==> config.mk <==
export PLATFORM = sky130hd
export DESIGN_NAME = psc_div
export DESIGN_NICKNAME = d
export VERILOG_FILES = /design/src/hdl/psc_pkg.sv /design/src/hdl/psc_div.sv
export SDC_FILE = /design/constraint.sdc
export NUM_CORES = 1
export LEC_CHECK = 0
export BUFFER_PORTS_ARGS = -buffer_cell sky130_fd_sc_hd__buf_4
export CAP_MARGIN = 20
export CELL_PAD_IN_SITES_DETAIL_PLACEMENT = 1
export CELL_PAD_IN_SITES_GLOBAL_PLACEMENT = 1
export CORE_UTILIZATION = 48
export DETAILED_ROUTE_END_ITERATION = 7
export PLACE_DENSITY = 0.94
export SYNTH_ARGS = -nofsm -noshare
export SYNTH_HDL_FRONTEND = slang
export SYNTH_SLANG_ARGS = --single-unit
==> constraint.sdc <==
create_clock -name clk -period 7.6 [get_ports clk]
set_input_delay 1.52 -clock clk [delete_from_list [all_inputs] [get_ports clk]]
set_output_delay 1.52 -clock clk [all_outputs]
set_load 0.02 [all_outputs]
==> src/hdl/psc_pkg.sv <==
// psc_pkg: shared constants, codes and helper functions of the piston setpoint controller
// no dependencies; used by the divider and the top level
package psc_pkg;

  localparam int FRAC_BITS = 16;
  localparam int WORD_BITS = 32;
  localparam int CFG_IDX_BITS = 3;

  // configuration register indexes
  localparam logic [CFG_IDX_BITS-1:0] CFG_LIMITS_ON  = 3'd0;
  localparam logic [CFG_IDX_BITS-1:0] CFG_MIN_POS    = 3'd1;
  localparam logic [CFG_IDX_BITS-1:0] CFG_MAX_POS    = 3'd2;
  localparam logic [CFG_IDX_BITS-1:0] CFG_RATE_LIMIT = 3'd3;
  localparam logic [CFG_IDX_BITS-1:0] CFG_POWER      = 3'd4;
  localparam logic [CFG_IDX_BITS-1:0] CFG_RATIO      = 3'd5;
  localparam logic [CFG_IDX_BITS-1:0] CFG_MODE       = 3'd6;

  // control modes
  localparam logic [1:0] MODE_STRICT   = 2'd1;
  localparam logic [1:0] MODE_ADAPTIVE = 2'd2;

  // row kinds
  localparam logic [2:0] ROW_MIDPOINT = 3'd0;
  localparam logic [2:0] ROW_ZERO     = 3'd1;
  localparam logic [2:0] ROW_BELOW    = 3'd2;
  localparam logic [2:0] ROW_ABOVE    = 3'd3;
  localparam logic [2:0] ROW_DRIVE    = 3'd4;
  localparam logic [2:0] ROW_BRAKE    = 3'd5;
  localparam logic [2:0] ROW_RESET    = 3'd6;

  localparam logic [16:0] RATIO_ONE = 17'd65536;

  typedef struct packed {
    logic        start;
    logic        neg;
    logic [63:0] dividend;
    logic [31:0] divisor;
  } psc_div_req_t;

  typedef struct packed {
    logic               busy;
    logic               done;
    logic signed [31:0] quot;
  } psc_div_rsp_t;

  // signed result from a magnitude, capped at the word range
  function automatic logic signed [31:0] sat_mag(input logic neg, input logic [63:0] m);
    logic signed [31:0] r;
    if (m >= 64'h8000_0000) begin
      r = neg ? 32'sh8000_0000 : 32'sh7FFF_FFFF;
    end else begin
      r = neg ? -$signed(m[31:0]) : $signed(m[31:0]);
    end
    return r;
  endfunction

  // saturate a 34-bit signed value to the word
  function automatic logic signed [31:0] sat34(input logic signed [33:0] v);
    logic signed [31:0] r;
    if (v[33:31] == 3'b000 || v[33:31] == 3'b111) begin
      r = v[31:0];
    end else begin
      r = v[33] ? 32'sh8000_0000 : 32'sh7FFF_FFFF;
    end
    return r;
  endfunction

endpackage

==> src/hdl/psc_div.sv <==
// psc_div: restoring divider, one quotient bit per cycle, saturated signed result
// depends on psc_pkg for the request and response structs and sat_mag
module psc_div (
  input  logic                  clk,
  input  logic                  rst,
  input  psc_pkg::psc_div_req_t req,
  output psc_pkg::psc_div_rsp_t rsp
);

  localparam int STEPS = 64;
  localparam int CNT_BITS = $clog2(STEPS);

  logic                busy;
  logic                done;
  logic [CNT_BITS-1:0] cnt;
  logic [63:0]         dvd;
  logic [31:0]         rem;
  logic [31:0]         dvs;
  logic                neg;

  logic [32:0] rem_sh;
  logic [33:0] diff;
  logic        ge;

  // trial subtract of the divisor from the shifted remainder
  always_comb begin
    rem_sh = {rem, dvd[63]};
    diff   = {1'b0, rem_sh} - {2'b00, dvs};
    ge     = ~diff[33];
  end

  // iteration control
  always_ff @(posedge clk) begin
    if (rst) begin
      busy <= 1'b0;
      done <= 1'b0;
      cnt  <= '0;
    end else begin
      done <= 1'b0;
      if (req.start && !busy) begin
        busy <= 1'b1;
        cnt  <= '0;
      end else if (busy) begin
        cnt <= cnt + 1'b1;
        if (cnt == CNT_BITS'(STEPS - 1)) begin
          busy <= 1'b0;
          done <= 1'b1;
        end
      end
    end
  end

  // dividend shifts out while quotient bits shift in
  always_ff @(posedge clk) begin
    if (req.start && !busy) begin
      dvd <= req.dividend;
      dvs <= req.divisor;
      neg <= req.neg;
      rem <= '0;
    end else if (busy) begin
      dvd <= {dvd[62:0], ge};
      rem <= ge ? diff[31:0] : rem_sh[31:0];
    end
  end

  assign rsp.busy = busy;
  assign rsp.done = done;
  assign rsp.quot = psc_pkg::sat_mag(neg, dvd);

endmodule

Word-level counts from Yosys, hierarchy flattened

Cells that the tools add are included.

Reduce and logical (&&, ||, !) cells: 5
Eq/ne operators: 1
Add/subtract/negate cells: 3
Multiplexer cells: 10
Magnitude comparators: 1
Bitwise operators: 2

Operator list:

| operator                                                                               | number |
|---|---|
| 32-bit two-way mux                                                                     | 4 |
| 64-bit two-way mux                                                                     | 2 |
| 64-bit by 32-bit greater-or-equal comparator with 1-bit output (second input constant) | 1 |
| 33-bit by 32-bit subtractor with 34-bit output                                         | 1 |
| 32-bit negation                                                                        | 1 |
| 6-bit by 1-bit adder with 6-bit output (second input constant)                         | 1 |
| 6-bit == test (second input constant)                                                  | 1 |
| 1-bit two-way mux                                                                      | 4 |
| 3-bit OR reduction                                                                     | 1 |
| 1-bit inverter                                                                         | 2 |
| 2-bit nonzero test                                                                     | 1 |
| 2-bit OR reduction                                                                     | 1 |
| 1-bit logical AND                                                                      | 1 |
| 1-bit logical NOT                                                                      | 1 |

Output and inout bits: 34
Bits in registers: 137
Input bits: 100
Word-level logic and storage cells: 29

Logic depth before layout (Yosys ltp)

Gate-level depths: netlist of the first run.

Word-level depth: 4
Mapped depth: 14
Gate-level depth less buffers: 14

Worst setup path before layout of the first run

OpenSTA, ideal clock, no wires.

Kind: flip-flop to output port
From: reg dvd[8]
To: out rsp[29] (netlist bit)
Required time: 6.080 ns
Setup slack: 2.992 ns
Stages on the path, launching flop included: 10
Buffers on the path: 0
Arrival time: 3.088 ns
Path through: edfxtp_1 or3_4 or4_4 or4_4 or3_4 nor3_4 nand2_2 nor4_2 a21oi_1 o22ai_1

RTL lines:

| item                   | line          | RTL |
|---|---|---|
| from (decl)            | psc_div.sv:16 | `logic [63:0] dvd;` |
| from (signal assigned) | psc_div.sv:56 | `dvd <= req.dividend;` |
| from (signal assigned) | psc_div.sv:61 | `dvd <= {dvd[62:0], ge};` |
| to (decl)              | psc_div.sv:7  | `output psc_pkg::psc_div_rsp_t rsp` |

==> results by stage, run 1 <==
Run status:
- The flow ran to the end, and the final reports show no timing, DRC or antenna violations.

Power and ir drop:
- Of the total power, the clock network draws 0.419.
- Of the total power, the share spent switching nets is 0.253.
- The power after layout is 2080 uW.
- VDD sags by at most 0.000162 V.
- The switching power summed over all nets is 526 uW.
- The internal power of the cells totals 1550 uW.
- The combinational share of power is 0.132.
- The leakage power is 0.00406 uW.
- Of the total power, registers draw 0.448.
- In this run the power density over the cells is 208 nW/um^2.

Timing:
- The maximum clock skew at final layout is 0.00915 ns.
- In the finished design, the share of the clock period the worst path needs comes to 0.723.
- The relative max-transition margin is 0.309.
- The final count of hold timing violations was 0.
- Setup repair after global routing left no endpoint under its margin.
- The final count of pins violating max slew is 0.
- The worst hold slack is 0.498 ns.
- The maximum clock frequency is 182 MHz.
- For the pin with the worst max-slew slack, the measured transition is 1.04 ns.
- After routing, the total negative slack on setup checks comes to 0 ns.
- The worst path needs 5.49 ns of the cycle, external delays included.
- Setup violations remaining at the end of the flow were counted as 0.

Worst setup path:
- The cell count of the worst reg-to-reg path is 12.
- The worst setup path is of the reg2out kind.
- The arrival time at the worst endpoint is 3.97 ns.
- The worst setup path is launched from a flip-flop.
- The required time of the worst setup path is 6.08 ns.
- Along the worst path, the maximum fanout reaches 9.
- The kind of end point of the critical path is an output port.

Synthesis:
- The most used flip-flop cell after synthesis is edfxtp_1.
- The number of nets in the synthesized netlist is 977.
- The count of flip-flops with a built-in enable after synthesis is 97.
- The sequential-to-total area share from yosys stat is 0.454.
- Synthesis instantiated 73 different standard cells from the library.
- The synthesized area per cell is 9.72 sq um.
- Summing every instance area after synthesis gives 8190 sq um.
- The proportion of synthesized flip-flops having asynchronous set or reset is 0.
- Counting flops and latches in the post-synthesis netlist gives 137.
- Yosys printed 0 warnings.
- The cell count after synthesis is 842.

Final layout:
- The finished layout holds 1191 standard cells, fillers aside.
- In the final layout, the share of cells above drive strength 1 is 0.263.
- The number of nets in the layout is 1093.
- The number of antenna diodes in the final layout is 0.
- Relative to the synthesized area, the layout overhead comes to 21.8%.
- The commonest non-fill, non-tap cell in the layout is buf_4.
- The multi-input gate area in the final layout is 4130 sq um.
- The library cells used most frequently in the layout, excluding fill and tap cells, are buf_4 (142), nand2_1 (106), edfxtp_1 (97).
- The number of filler cells placed in the layout is 1828.
- Measured on the finished design, the core utilization comes to 0.599.
- The storage element area is 3710 sq um.

Clock tree:
- The TritonCTS clock tree is done.
- The CTS clock-pin slew for the worst setup and hold paths is 0.06 ns.
- The source-to-sink clock delay at the later pin of the worst-skew pair is 0.44 ns.
- The number of buffers added to fix hold violations after cts is 0.
- The tree is rooted in a clkbuf_16.
- The number of buffers on the longest clock path is 2.
- The number of buffers created by CTS is 17.
- The number of levels the H-tree was split into is 4.
- The count of buffers added by post-CTS timing repair for setup is 0.
- The clock drives 137 sinks.
- The post-CTS resize count is 0.

Flow run:
- The tool flagged a number of max-cap violations equal to 0.

Drt:
- The post-detailed-route wirelength per cell is 20.2 um.
- The pre-antenna-repair detailed-routing pass consisted of 4 iterations.
- The per-cell via count in the routed design is 5.85.
- For this block, the routed nets add up to 24100 um of wire.
- Across all layers, the routed design uses 6964 vias.
- The DRC violation count after routing is 0.
- The detail route stage leaves a number of antenna-violating nets equal to 0.
- The first-iteration detailed-routing DRC count is 399.

Placed design:
- The cell total after placement is 1158.
- Summed over all nets, the half-perimeter wirelength after detailed placement is 16600 um.
- Port buffering added 133 buffers.
- The placer's final routability congestion estimate is 0.849.

Die:
- The initial core utilization is 0.492.
- The die is 133 um wide.
- The die height is 133 um.
- The total area inside the core boundary comes to 16600 sq um.
- The area enclosed by the die boundary is 17600 sq um.
- The initialized floorplan defines 47 standard-cell rows.
- 134 I/O pins were placed.

Worst hold path:
- The min-delay analysis places its worst path in the category reg2reg.
- The number of cells traversed by the worst hold path is 2.

GRT:
- The via count of the first global-routing pass is 7466.
- The initial antenna violation count is 0.
- After global routing the overflow that remains totals 0.
- The global-route wire length before repair is 38500 um.
- Across every metal layer, demand over resource in global routing totals 0.282.
- Entering global routing, the biggest net connects 71 pins.
[routing by layer]
metal,vias to the layer above,track usage,wire (um),part of all wire
li1,3313,-,-,-
met1,3399,0.308,9270,0.39
met2,198,0.509,12800,0.53
met3,54,0.0782,1360,0.056
met4,0,0.119,673,0.028
met5,-,0,0,0
[per-stage QoR]
| step | setup WS (ns) | area (sq um) |
|---|---|---|
| final | 2.11 | 9970 |
| after global placement | 2.83 | 9350 |
| after global routing | 1.98 | 9970 |
| after CTS | 2.12 | 9960 |
| after floorplan | 2.99 | 8190 |
| after detailed placement | 2.62 | 9350 |
[critical path: stages, from the launching register on]
cell	delay, ns
edfxtp_1	0.46
or3_4	0.45
or4_4	0.46
or4_4	0.47
or3_4	0.41
nor3_4	0.36
nand2_2	0.14
nor4_2	0.23
nor3b_1	0.10
a21oi_1	0.15
o22ai_1	0.12
buf_4	0.19
[area by class of cell]
cell class / count / share of cell area
Multi-Input combinational cell: 614 / 0.414
Sequential cell: 137 / 0.373
Timing Repair Buffer: 142 / 0.107
Clock buffer: 20 / 0.0438
Tap cell: 220 / 0.0276
Clock inverter: 12 / 0.0176
Inverter: 46 / 0.0173
[registers in the layout (all words and copies together) (netlist names)]
name  cells
neg       1
dvd      64
rem      32
cnt       6
done      1
busy      1
dvs      32
[Yosys cell counts (2+ instances only)]
master,instances,area share
a32oi_1,3,0.0032
xnor2_1,16,0.017
nand2b_1,3,0.0023
o21ai_0,26,0.016
o221ai_1,2,0.0021
nand3_1,27,0.017
mux2_2,63,0.087
o21bai_1,2,0.0018
o21a_1,4,0.0037
or3_4,2,0.0028
inv_1,46,0.021
nor3b_1,9,0.0083
nor3_1,15,0.0092
o211ai_1,23,0.021
a21oi_1,54,0.033
buf_2,4,0.0024
ha_1,34,0.052
o22ai_1,11,0.0084
edfxtp_1,97,0.36
a21o_1,13,0.012
a22o_1,5,0.0053
nand4_1,10,0.0076
or4_4,3,0.0041
or3_1,10,0.0076
nor2_1,68,0.031
buf_1,2,0.00092
nor4_1,11,0.0084
nand2_2,2,0.0015
and3_1,4,0.0031
or2_2,3,0.0023
o21ai_1,2,0.0012
dfxtp_1,40,0.098
a211oi_1,3,0.0028
nand2_1,106,0.049
mux2i_1,7,0.0086
xor2_1,15,0.016
a31oi_1,16,0.012
nor2b_1,9,0.0069
buf_4,3,0.0028
clkbuf_1,36,0.017
[worst paths after layout]
path / start / end / slack, ns
hold reg to reg: cnt[5]$_SDFFE_PP0P_ / done$_SDFF_PP0_ / 0.50
hold / removal: cnt[5]$_SDFFE_PP0P_ / done$_SDFF_PP0_ / 0.50
setup / recovery: dvd[8]$_DFFE_PP_ / rsp[29] / 2.11
setup reg to reg: rem[3]$_SDFFE_PP0P_ / rem[16]$_SDFFE_PP0P_ / 3.70
[cell families (layout without fill, tap and decap cells)]
kind of cell,Yosys count,after routing,share of synthesized area
AOI/OAI and AO/OA,185,185,0.147
xor gates and xnor gates,31,31,0.0332
adders and majority gates,35,35,0.0544
buffers and inverters,91,220,0.0437
DFF,137,137,0.454
muxes,70,70,0.0952
and+or+nand+nor,293,293,0.173
[power groups by stage]
stage | combinational, uW | sequential, uW | clock (uW)
2_1_floorplan | 176 | 921 | 0
6_report | 275 | 931 | 872
4_1_cts | 277 | 930 | 883
3_5_place_dp | 272 | 944 | 0
5_1_grt | 298 | 939 | 912
3_3_place_gp | 256 | 937 | 0
(Power assumes the default switching activity.)
==> run 2, diff against run 1 <==
CORE_UTILIZATION = 44   (was 48)
PLACE_DENSITY = 0.88   (was 0.94)
clock period = 5.2 ns   (was 7.6 ns; I/O delays follow)
==> run 2 against run 1 <==
Count of clock-buffer cells in the layout decreased by 1; design area fell by 0.28%; sequential power increased by 46%; combinational power up 43%; die area up 9.0%; core utilization decreased by 4.9 points; critical path type unchanged; critical endpoint unchanged; largest cell class unchanged; largest power group unchanged.
==> results by stage, run 2 (synthesis gave the netlist of run 1 again) <==
Run status:
- The run finished with clean final reports.

Flow run:
- The max-cap check violation count is 0 (unchanged).

Final layout:
- The area added between synthesis and finish is 21.5%.
- The proportion of layout cells with a drive suffix above 1 is 0.264 (+0.00179).
- The largest registers in the layout are dvd x64, dvs x32, rem x32.
- The number of nets in the layout was 1094 (+0.091%).
- Ranked by flip-flop count, first place goes to dvd.
- The number of flip-flops under the largest register name is 64 (unchanged).
- The multi-input gate area in the final layout was 4130 sq um (unchanged).
- In the layout the commonest cells are buf_4 (143), nand2_1 (106), edfxtp_1 (97).
- The storage element area is 3710 sq um (unchanged).
- The final cell utilization of the core is 0.550 (-0.0494).
- The number of filler cells placed in the layout is 2020 (+11%).
- The commonest non-fill, non-tap cell in the layout is buf_4.

Worst setup path:
- The stage delay of the slowest cell on the critical path is 0.47 ns (about the same).
- The arrival time at the worst endpoint is 3.76 ns (-0.21 ns).
- The worst setup path is launched from a flip-flop.
- The required time of the worst setup path is 4.16 ns (-1.92 ns).
- The gate family responsible for the most delay along the worst path is simple AND/OR/NAND/NOR gates.
- The maximum net fanout on the critical path was 9 (unchanged).
- The critical path is of the reg2out type.
- The worst setup path is captured at an output port.
- The signal on the critical path passes through or3_4 -> or4_4 -> or4_4 -> or3_4 -> nor3_4 -> nand2_2 -> nor4_2 -> nor3b_1 -> a21oi_1 -> o22ai_1 -> buf_4.
- The master of the slowest instance on the critical path is or4_4.
- The sum of buffers and inverters on the critical path is 1 (unchanged).

GRT:
- The via count of the first global-routing pass was 7349 (-1.6%).
- The final global-route overflow total is 0 (unchanged).
- The total routing usage reported by global routing came to 0.244 (-0.0372).
- The largest net degree at the start of global routing came to 66 (-7.0%).
- The global-route wire length before repair is 36800 um (-4.4%).
- The initial antenna violation count is 1 (+1).

Clock tree:
- The CTS clock-pin slew for the worst setup and hold paths came to 0.06 ns (about the same).
- TritonCTS built the clock tree.
- The post-CTS resize count is 0 (unchanged).
- The number of clock sinks is 137 (unchanged).
- The count of buffers added by post-CTS timing repair for setup is 0 (unchanged).
- The number of buffers created by CTS is 17 (unchanged).
- The number of buffers added to fix hold violations after cts is 0 (unchanged).
- The source-to-sink clock delay at the later pin of the worst-skew pair came to 0.43 ns (about the same).
- The clock root buffer master is clkbuf_16.
- The number of buffers on the longest clock path is 2 (unchanged).
- The number of levels the H-tree was split into is 4 (unchanged).

Die:
- The top-level port count came to 134 (unchanged).
- The number of rows created at floorplan is 49 (+4.3%).
- The initial core utilization is 0.453 (-0.0393).
- The x dimension of the die is 138 um (+4.4%).
- The core footprint is 18100 sq um (+8.7%).
- The area enclosed by the die boundary is 19200 sq um (+9.0%).
- The die height is 138 um (+4.4%).

Timing:
- The final sum of negative setup slack is 0 ns (unchanged).
- The count of final setup violators is 0 (unchanged).
- The worst path needs 4.80 ns of the cycle, external delays included.
- The final count of hold timing violations is 0 (unchanged).
- The relative max-transition margin is 0.390 (+0.0817).
- The slew at the pin with the worst max-slew slack is 0.913 ns (-0.122 ns).
- The final count of pins violating max slew is 0 (unchanged).
- The maximum clock skew at final layout was 0.0104 ns (+0.00122 ns).
- Setup repair after global routing left no endpoint under its margin.
- The maximum clock frequency is 208 MHz.
- Of the available clock period, the critical path in the final layout requires 0.923.

Drt:
- The DRC violation count after routing is 0 (unchanged).
- The number of nets with antenna violations after detailed routing is 0 (unchanged).
- The post-detailed-route wirelength per cell is 19.0 um (-5.8%).
- The per-cell via count in the routed design came to 5.71 (-2.4%).
- The detailed-router iteration count before antenna repair is 4 (unchanged).
- The wire length after detailed routing came to 22900 um (-4.9%).
- The total via count in the routed design is 6861 (-1.5%).
- The first-iteration detailed-routing DRC count is 329 (-18%).

Power and ir drop:
- The switching power summed over all nets came to 757 uW (+44%).
- The clock network fraction of total power came to 0.402 (-0.017).
- The worst supply voltage drop on vdd came to 0.000222 V (+37%).
- The share of total power in sequential cells was 0.464 (+0.016).
- The cell area power density came to 294 nW/um^2 (+41%).
- The combinational share of power was 0.134 (+0.002).
- The internal cell power is 2170 uW (+40%).
- The leakage power was 0.00404 uW (-0.60%).
- The switching part of the total was 0.259 (+0.00589).

Placed design:
- The quantity of I/O buffers inserted on ports came to 133 (unchanged).
- The placed wire-length estimate is 16000 um (-4.0%).
- The placer's final routability congestion estimate was 0.841 (-0.85%).

Worst hold path:
- The type of the most critical hold path is reg2reg.
run 2: cell types whose count changed in the layout (fill, tap and decap cells not counted), sizes merged:
cell,change
diode,+1
bufinv,-2
clkinvlp,+3
clkbuf,-1
buf,+1
run 2: area by class of cell:
| type | instances | area share |
|---|---|---|
| multi-input combinational | 614 | 0.415 |
| sequential | 137 | 0.374 |
| timing repair buffer | 143 | 0.108 |
| clock buffer | 19 | 0.0435 |
| tap | 229 | 0.0288 |
| inverter | 46 | 0.0174 |
| clock inverter | 13 | 0.0131 |
| antenna | 1 | 0.000252 |
run 2: routing by layer:
layer | GRT usage | part of all wire | vias up
met5 | 0 | 0 | -
met4 | 0.0798 | 0.019 | 0
met3 | 0.0856 | 0.068 | 36
met2 | 0.442 | 0.51 | 152
met1 | 0.266 | 0.40 | 3355
li1 | - | - | 3318
run 2: worst register-to-register path: stages, from the launching register on:
cell,delay [ns]
edfxtp_1,0.36
inv_1,0.08
ha_1,0.29
a21o_1,0.23
a31oi_1,0.26
a21oi_1,0.17
o21ai_1,0.20
a21oi_1,0.14
a31oi_1,0.44
o311ai_1,0.22
o41ai_2,0.27
buf_4,0.46
mux2_2,0.43
a22o_1,0.17
run 2: through the flow:
stage	instance area [sq um]	hold WS (ns)	total power, uW	cells	setup WS [ns]
3_3_place_gp	9380	0.470	1740	1169	0.910
3_5_place_dp	9380	0.485	1770	1169	0.855
5_1_grt	9940	0.523	3030	1202	0.199
2_1_floorplan	8190	0.444	1600	842	1.07
6_report	9940	0.493	2930	1202	0.400
4_1_cts	9940	0.495	2950	1201	0.377
run 2: worst paths after layout:
path | startpoint | to | cells after the start | slack [ns]
setup / recovery | dvd[8]$_DFFE_PP_ | rsp[29] | 11 | 0.40
hold / removal | cnt[5]$_SDFFE_PP0P_ | cnt[5]$_SDFFE_PP0P_ | 2 | 0.49
setup reg to reg | dvs[4]$_DFFE_PP_ | rem[22]$_SDFFE_PP0P_ | 13 | 1.36
hold reg to reg | cnt[5]$_SDFFE_PP0P_ | cnt[5]$_SDFFE_PP0P_ | 2 | 0.49
run 2: power by group through the flow:
stage,Sequential (uW),Clock (uW),Combinational [uW]
6_report,1360,1180,393
5_1_grt,1370,1240,426
4_1_cts,1360,1200,396
3_5_place_dp,1380,0,390
3_3_place_gp,1370,0,374
2_1_floorplan,1350,0,257
==> run 3, diff against run 2 <==
SETUP_SLACK_MARGIN = 0.4   (was not set)
==> run 3 against run 2 <==
Die area stayed put; design area rose by 0.68%; sequential power is essentially flat; flip-flop and latch count is the same; count of clock-buffer cells in the layout is the same; global-route usage about the same; core utilization up 0.37 points; combinational power increased by 1%; non-clock buffer count rose by 6; critical endpoint is now rsp[27].
==> results by stage, run 3 (synthesis gave the netlist of run 1 again) <==
Run status:
- The run finished with clean final reports.

Placed design:
- The total cell area at the placement stage is 9380 sq um (unchanged).
- The quantity of I/O buffers inserted on ports is 133 (unchanged).
- The placed wire-length estimate is 16000 um (unchanged).
- The placer's final routability congestion estimate was 0.841 (unchanged).

Worst setup path:
- The endpoint of the worst-slack reg-to-reg timing path is rem[22]$_SDFFE_PP0P_.
- The cell count of the worst reg-to-reg path is 13 (unchanged).
- STA classifies the critical path startpoint as a flip-flop.
- In this run the critical register-to-register path is launched from dvs[4]$_DFFE_PP_.
- STA classifies the critical path endpoint as an output port.
- The required time of the worst setup path is 4.16 ns (about the same).
- The type of the worst setup path is reg2out.
- The maximum net fanout on the critical path is 5 (-4).
- The capture point of the critical path is rsp[27].
- Walking the worst path, the cells encountered are or3_4 -> or4_4 -> or4_4 -> or3_4 -> nor3_4 -> nand2_2 -> nor2_1 -> nor3b_1 -> a21oi_1 -> o22ai_1 -> buf_4.
- The critical path starts at dvd[8]$_DFFE_PP_.
- The stage delay of the slowest cell on the critical path was 0.46 ns (about the same).
- The arrival time at the worst endpoint came to 3.78 ns (+0.02 ns).
- The master of the slowest instance on the critical path is or4_4.
- The slack of the worst reg-to-reg path is 1.37 ns (about the same).

Power and ir drop:
- The leakage power is 0.00408 uW (+1.2%).
- The worst supply voltage drop on vdd is 0.000221 V (-0.27%).
- The cell area power density was 293 nW/um^2 (-0.49%).

Clock tree:
- The CTS clock-pin slew for the worst setup and hold paths is 0.06 ns (about the same).
- The source-to-sink clock delay at the later pin of the worst-skew pair was 0.43 ns (about the same).
- The number of levels the H-tree was split into is 4 (unchanged).
- The TritonCTS clock tree is done.
- The number of buffers on the longest clock path came to 2 (unchanged).
- The number of buffers created by CTS is 17 (unchanged).
- The number of clock sinks is 137 (unchanged).
- CTS placed an instance of clkbuf_16 at the clock tree root.

Worst hold path:
- The worst hold path begins at cnt[5]$_SDFFE_PP0P_.
- The path class of the tightest hold or removal check is reg2reg.

Timing:
- The final count of hold timing violations is 0 (unchanged).
- The fraction of the cycle the final worst path needs came to 0.927 (+0.00428).
- The count of final setup violators was 0 (unchanged).
- The maximum clock skew at final layout was 0.00985 ns (-0.000521 ns).
- The final critical path time including I/O delays and setup came to 4.82 ns (+0.0223 ns).
- The relative max-transition margin is 0.389 (-0.00123).
- The slew at the pin with the worst max-slew slack is 0.915 ns (+0.00184 ns).
- Setup repair after global routing left no endpoint under its margin.
- The final count of pins violating max slew was 0 (unchanged).
- The maximum clock frequency was 207 MHz (-0.46%).
- The final sum of negative setup slack came to 0 ns (unchanged).

Die:
- The area enclosed by the die boundary is 19200 sq um (unchanged).
- The x dimension of the die is 138 um (unchanged).
- The top-level port count was 134 (unchanged).
- The initial core utilization is 0.453 (unchanged).
- The number of rows created at floorplan is 49 (unchanged).
- The die height came to 138 um (unchanged).
- The core footprint is 18100 sq um (unchanged).

GRT:
- The total routing usage reported by global routing is 0.245 (+0.000454).
- The via count of the first global-routing pass is 7356 (+0.095%).
- The initial antenna violation count is 1 (unchanged).
- The global-route wire length before repair is 36900 um (+0.17%).
- The largest net degree at the start of global routing was 66 (unchanged).
- The final global-route overflow total is 0 (unchanged).

Final layout:
- The library cells used most frequently in the layout, excluding fill and tap cells, are buf_4 (149), nand2_1 (106), edfxtp_1 (97).
- The proportion of layout cells with a drive suffix above 1 is 0.271 (+0.00656).
- The largest registers in the layout are dvd x64, dvs x32, rem x32.
- The final non-filler cell area is 10000 sq um (+0.68%).
- The number of flip-flops under the largest register name is 64 (unchanged).
- The number of filler cells placed in the layout is 2018 (-0.099%).
- The commonest non-fill, non-tap cell in the layout is buf_4.
- The register name with the most flops is dvd.
- From synthesis to final layout, the design area changed by 22.3%.
- The number of nets in the layout is 1100 (+0.55%).

Drt:
- The detailed-router iteration count before antenna repair is 4 (unchanged).
- The post-detailed-route wirelength per cell is 19.6 um (+2.7%).
- The DRC violation count after routing is 0 (unchanged).
- The first-iteration detailed-routing DRC count is 316 (-4.0%).
- The per-cell via count in the routed design is 5.76 (+0.91%).
- The total via count in the routed design is 6958 (+1.4%).
- The number of nets with antenna violations after detailed routing was 0 (unchanged).
- The wire length after detailed routing is 23600 um (+3.2%).

Flow run:
- The max-cap check violation count was 0 (unchanged).
-- run 3: cell types whose count changed in the layout (fill, tap and decap cells not counted), sizes merged --
cell	delta
buf	+6
-- run 3: critical path, delay by kind of cell (launching register included) --
| kind | cells | cell delay (ns) |
|---|---|---|
| buffers and inverters | 1 | 0.17 |
| flip-flops | 1 | 0.43 |
| AO/OA/AOI/OAI | 2 | 0.26 |
| AND/OR/NAND/NOR | 8 | 2.49 |
-- run 3: cell type report --
cell class	count	area [sq um]	area share
tap	229	287	0.0286
antenna	1	2.50	0.000250
multi-input combinational	614	4150	0.415
sequential	137	3710	0.371
timing repair buffer	149	1120	0.112
clock buffer	19	433	0.0432
inverter	46	173	0.0172
clock inverter	13	130	0.0130
-- run 3: worst min path at each step --
stage	endpoint	slack (ns)	cells past startpoint
final	cnt[5]$_SDFFE_PP0P_	0.49	2
after global routing	rem[7]$_SDFFE_PP0P_	0.52	2
after CTS	cnt[5]$_SDFFE_PP0P_	0.50	2
after detailed placement	cnt[5]$_SDFFE_PP0P_	0.48	2
after global placement	done$_SDFF_PP0_	0.47	2
after floorplan	done$_SDFF_PP0_	0.44	2
-- run 3: timing repair --
action / 4_1_cts / 5_1_grt
hold buffers: 0 / 0
endpoints found under the setup margin: 1 / 9
hold endpoints to repair: 0 / 0
resized for setup: 0 / 4
pin swaps: 1 / 3
buffers inserted: 1 / 5
-- run 3: power breakdown --
part	total (uW)	internal, uW	leakage, uW	switching, uW
Sequential	1360	1280	0.00128	81.4
Clock	1180	700	0.000262	476
Combinational	398	193	0.00254	204
-- run 3: through the flow --
stage / power (uW) / worst slack [ns] / std cells / hold WS, ns / utilization
detailed placement: 1770 / 0.855 / 1169 / 0.485 / 0.519
global route: 3040 / 0.251 / 1208 / 0.523 / 0.554
finish: 2930 / 0.377 / 1208 / 0.493 / 0.554
CTS: 2950 / 0.467 / 1202 / 0.495 / 0.550
global placement: 1740 / 0.910 / 1169 / 0.470 / 0.519
floorplan: 1600 / 1.07 / 842 / 0.444 / -
-- run 3: layer usage --
| layer | wire, um | vias up | GRT usage |
|---|---|---|---|
| met3 | 1590 | 44 | 0.0856 |
| li1 | - | 3332 | - |
| met4 | 567 | 0 | 0.0775 |
| met5 | 0 | - | 0 |
| met1 | 9310 | 3393 | 0.267 |
| met2 | 12200 | 189 | 0.443 |
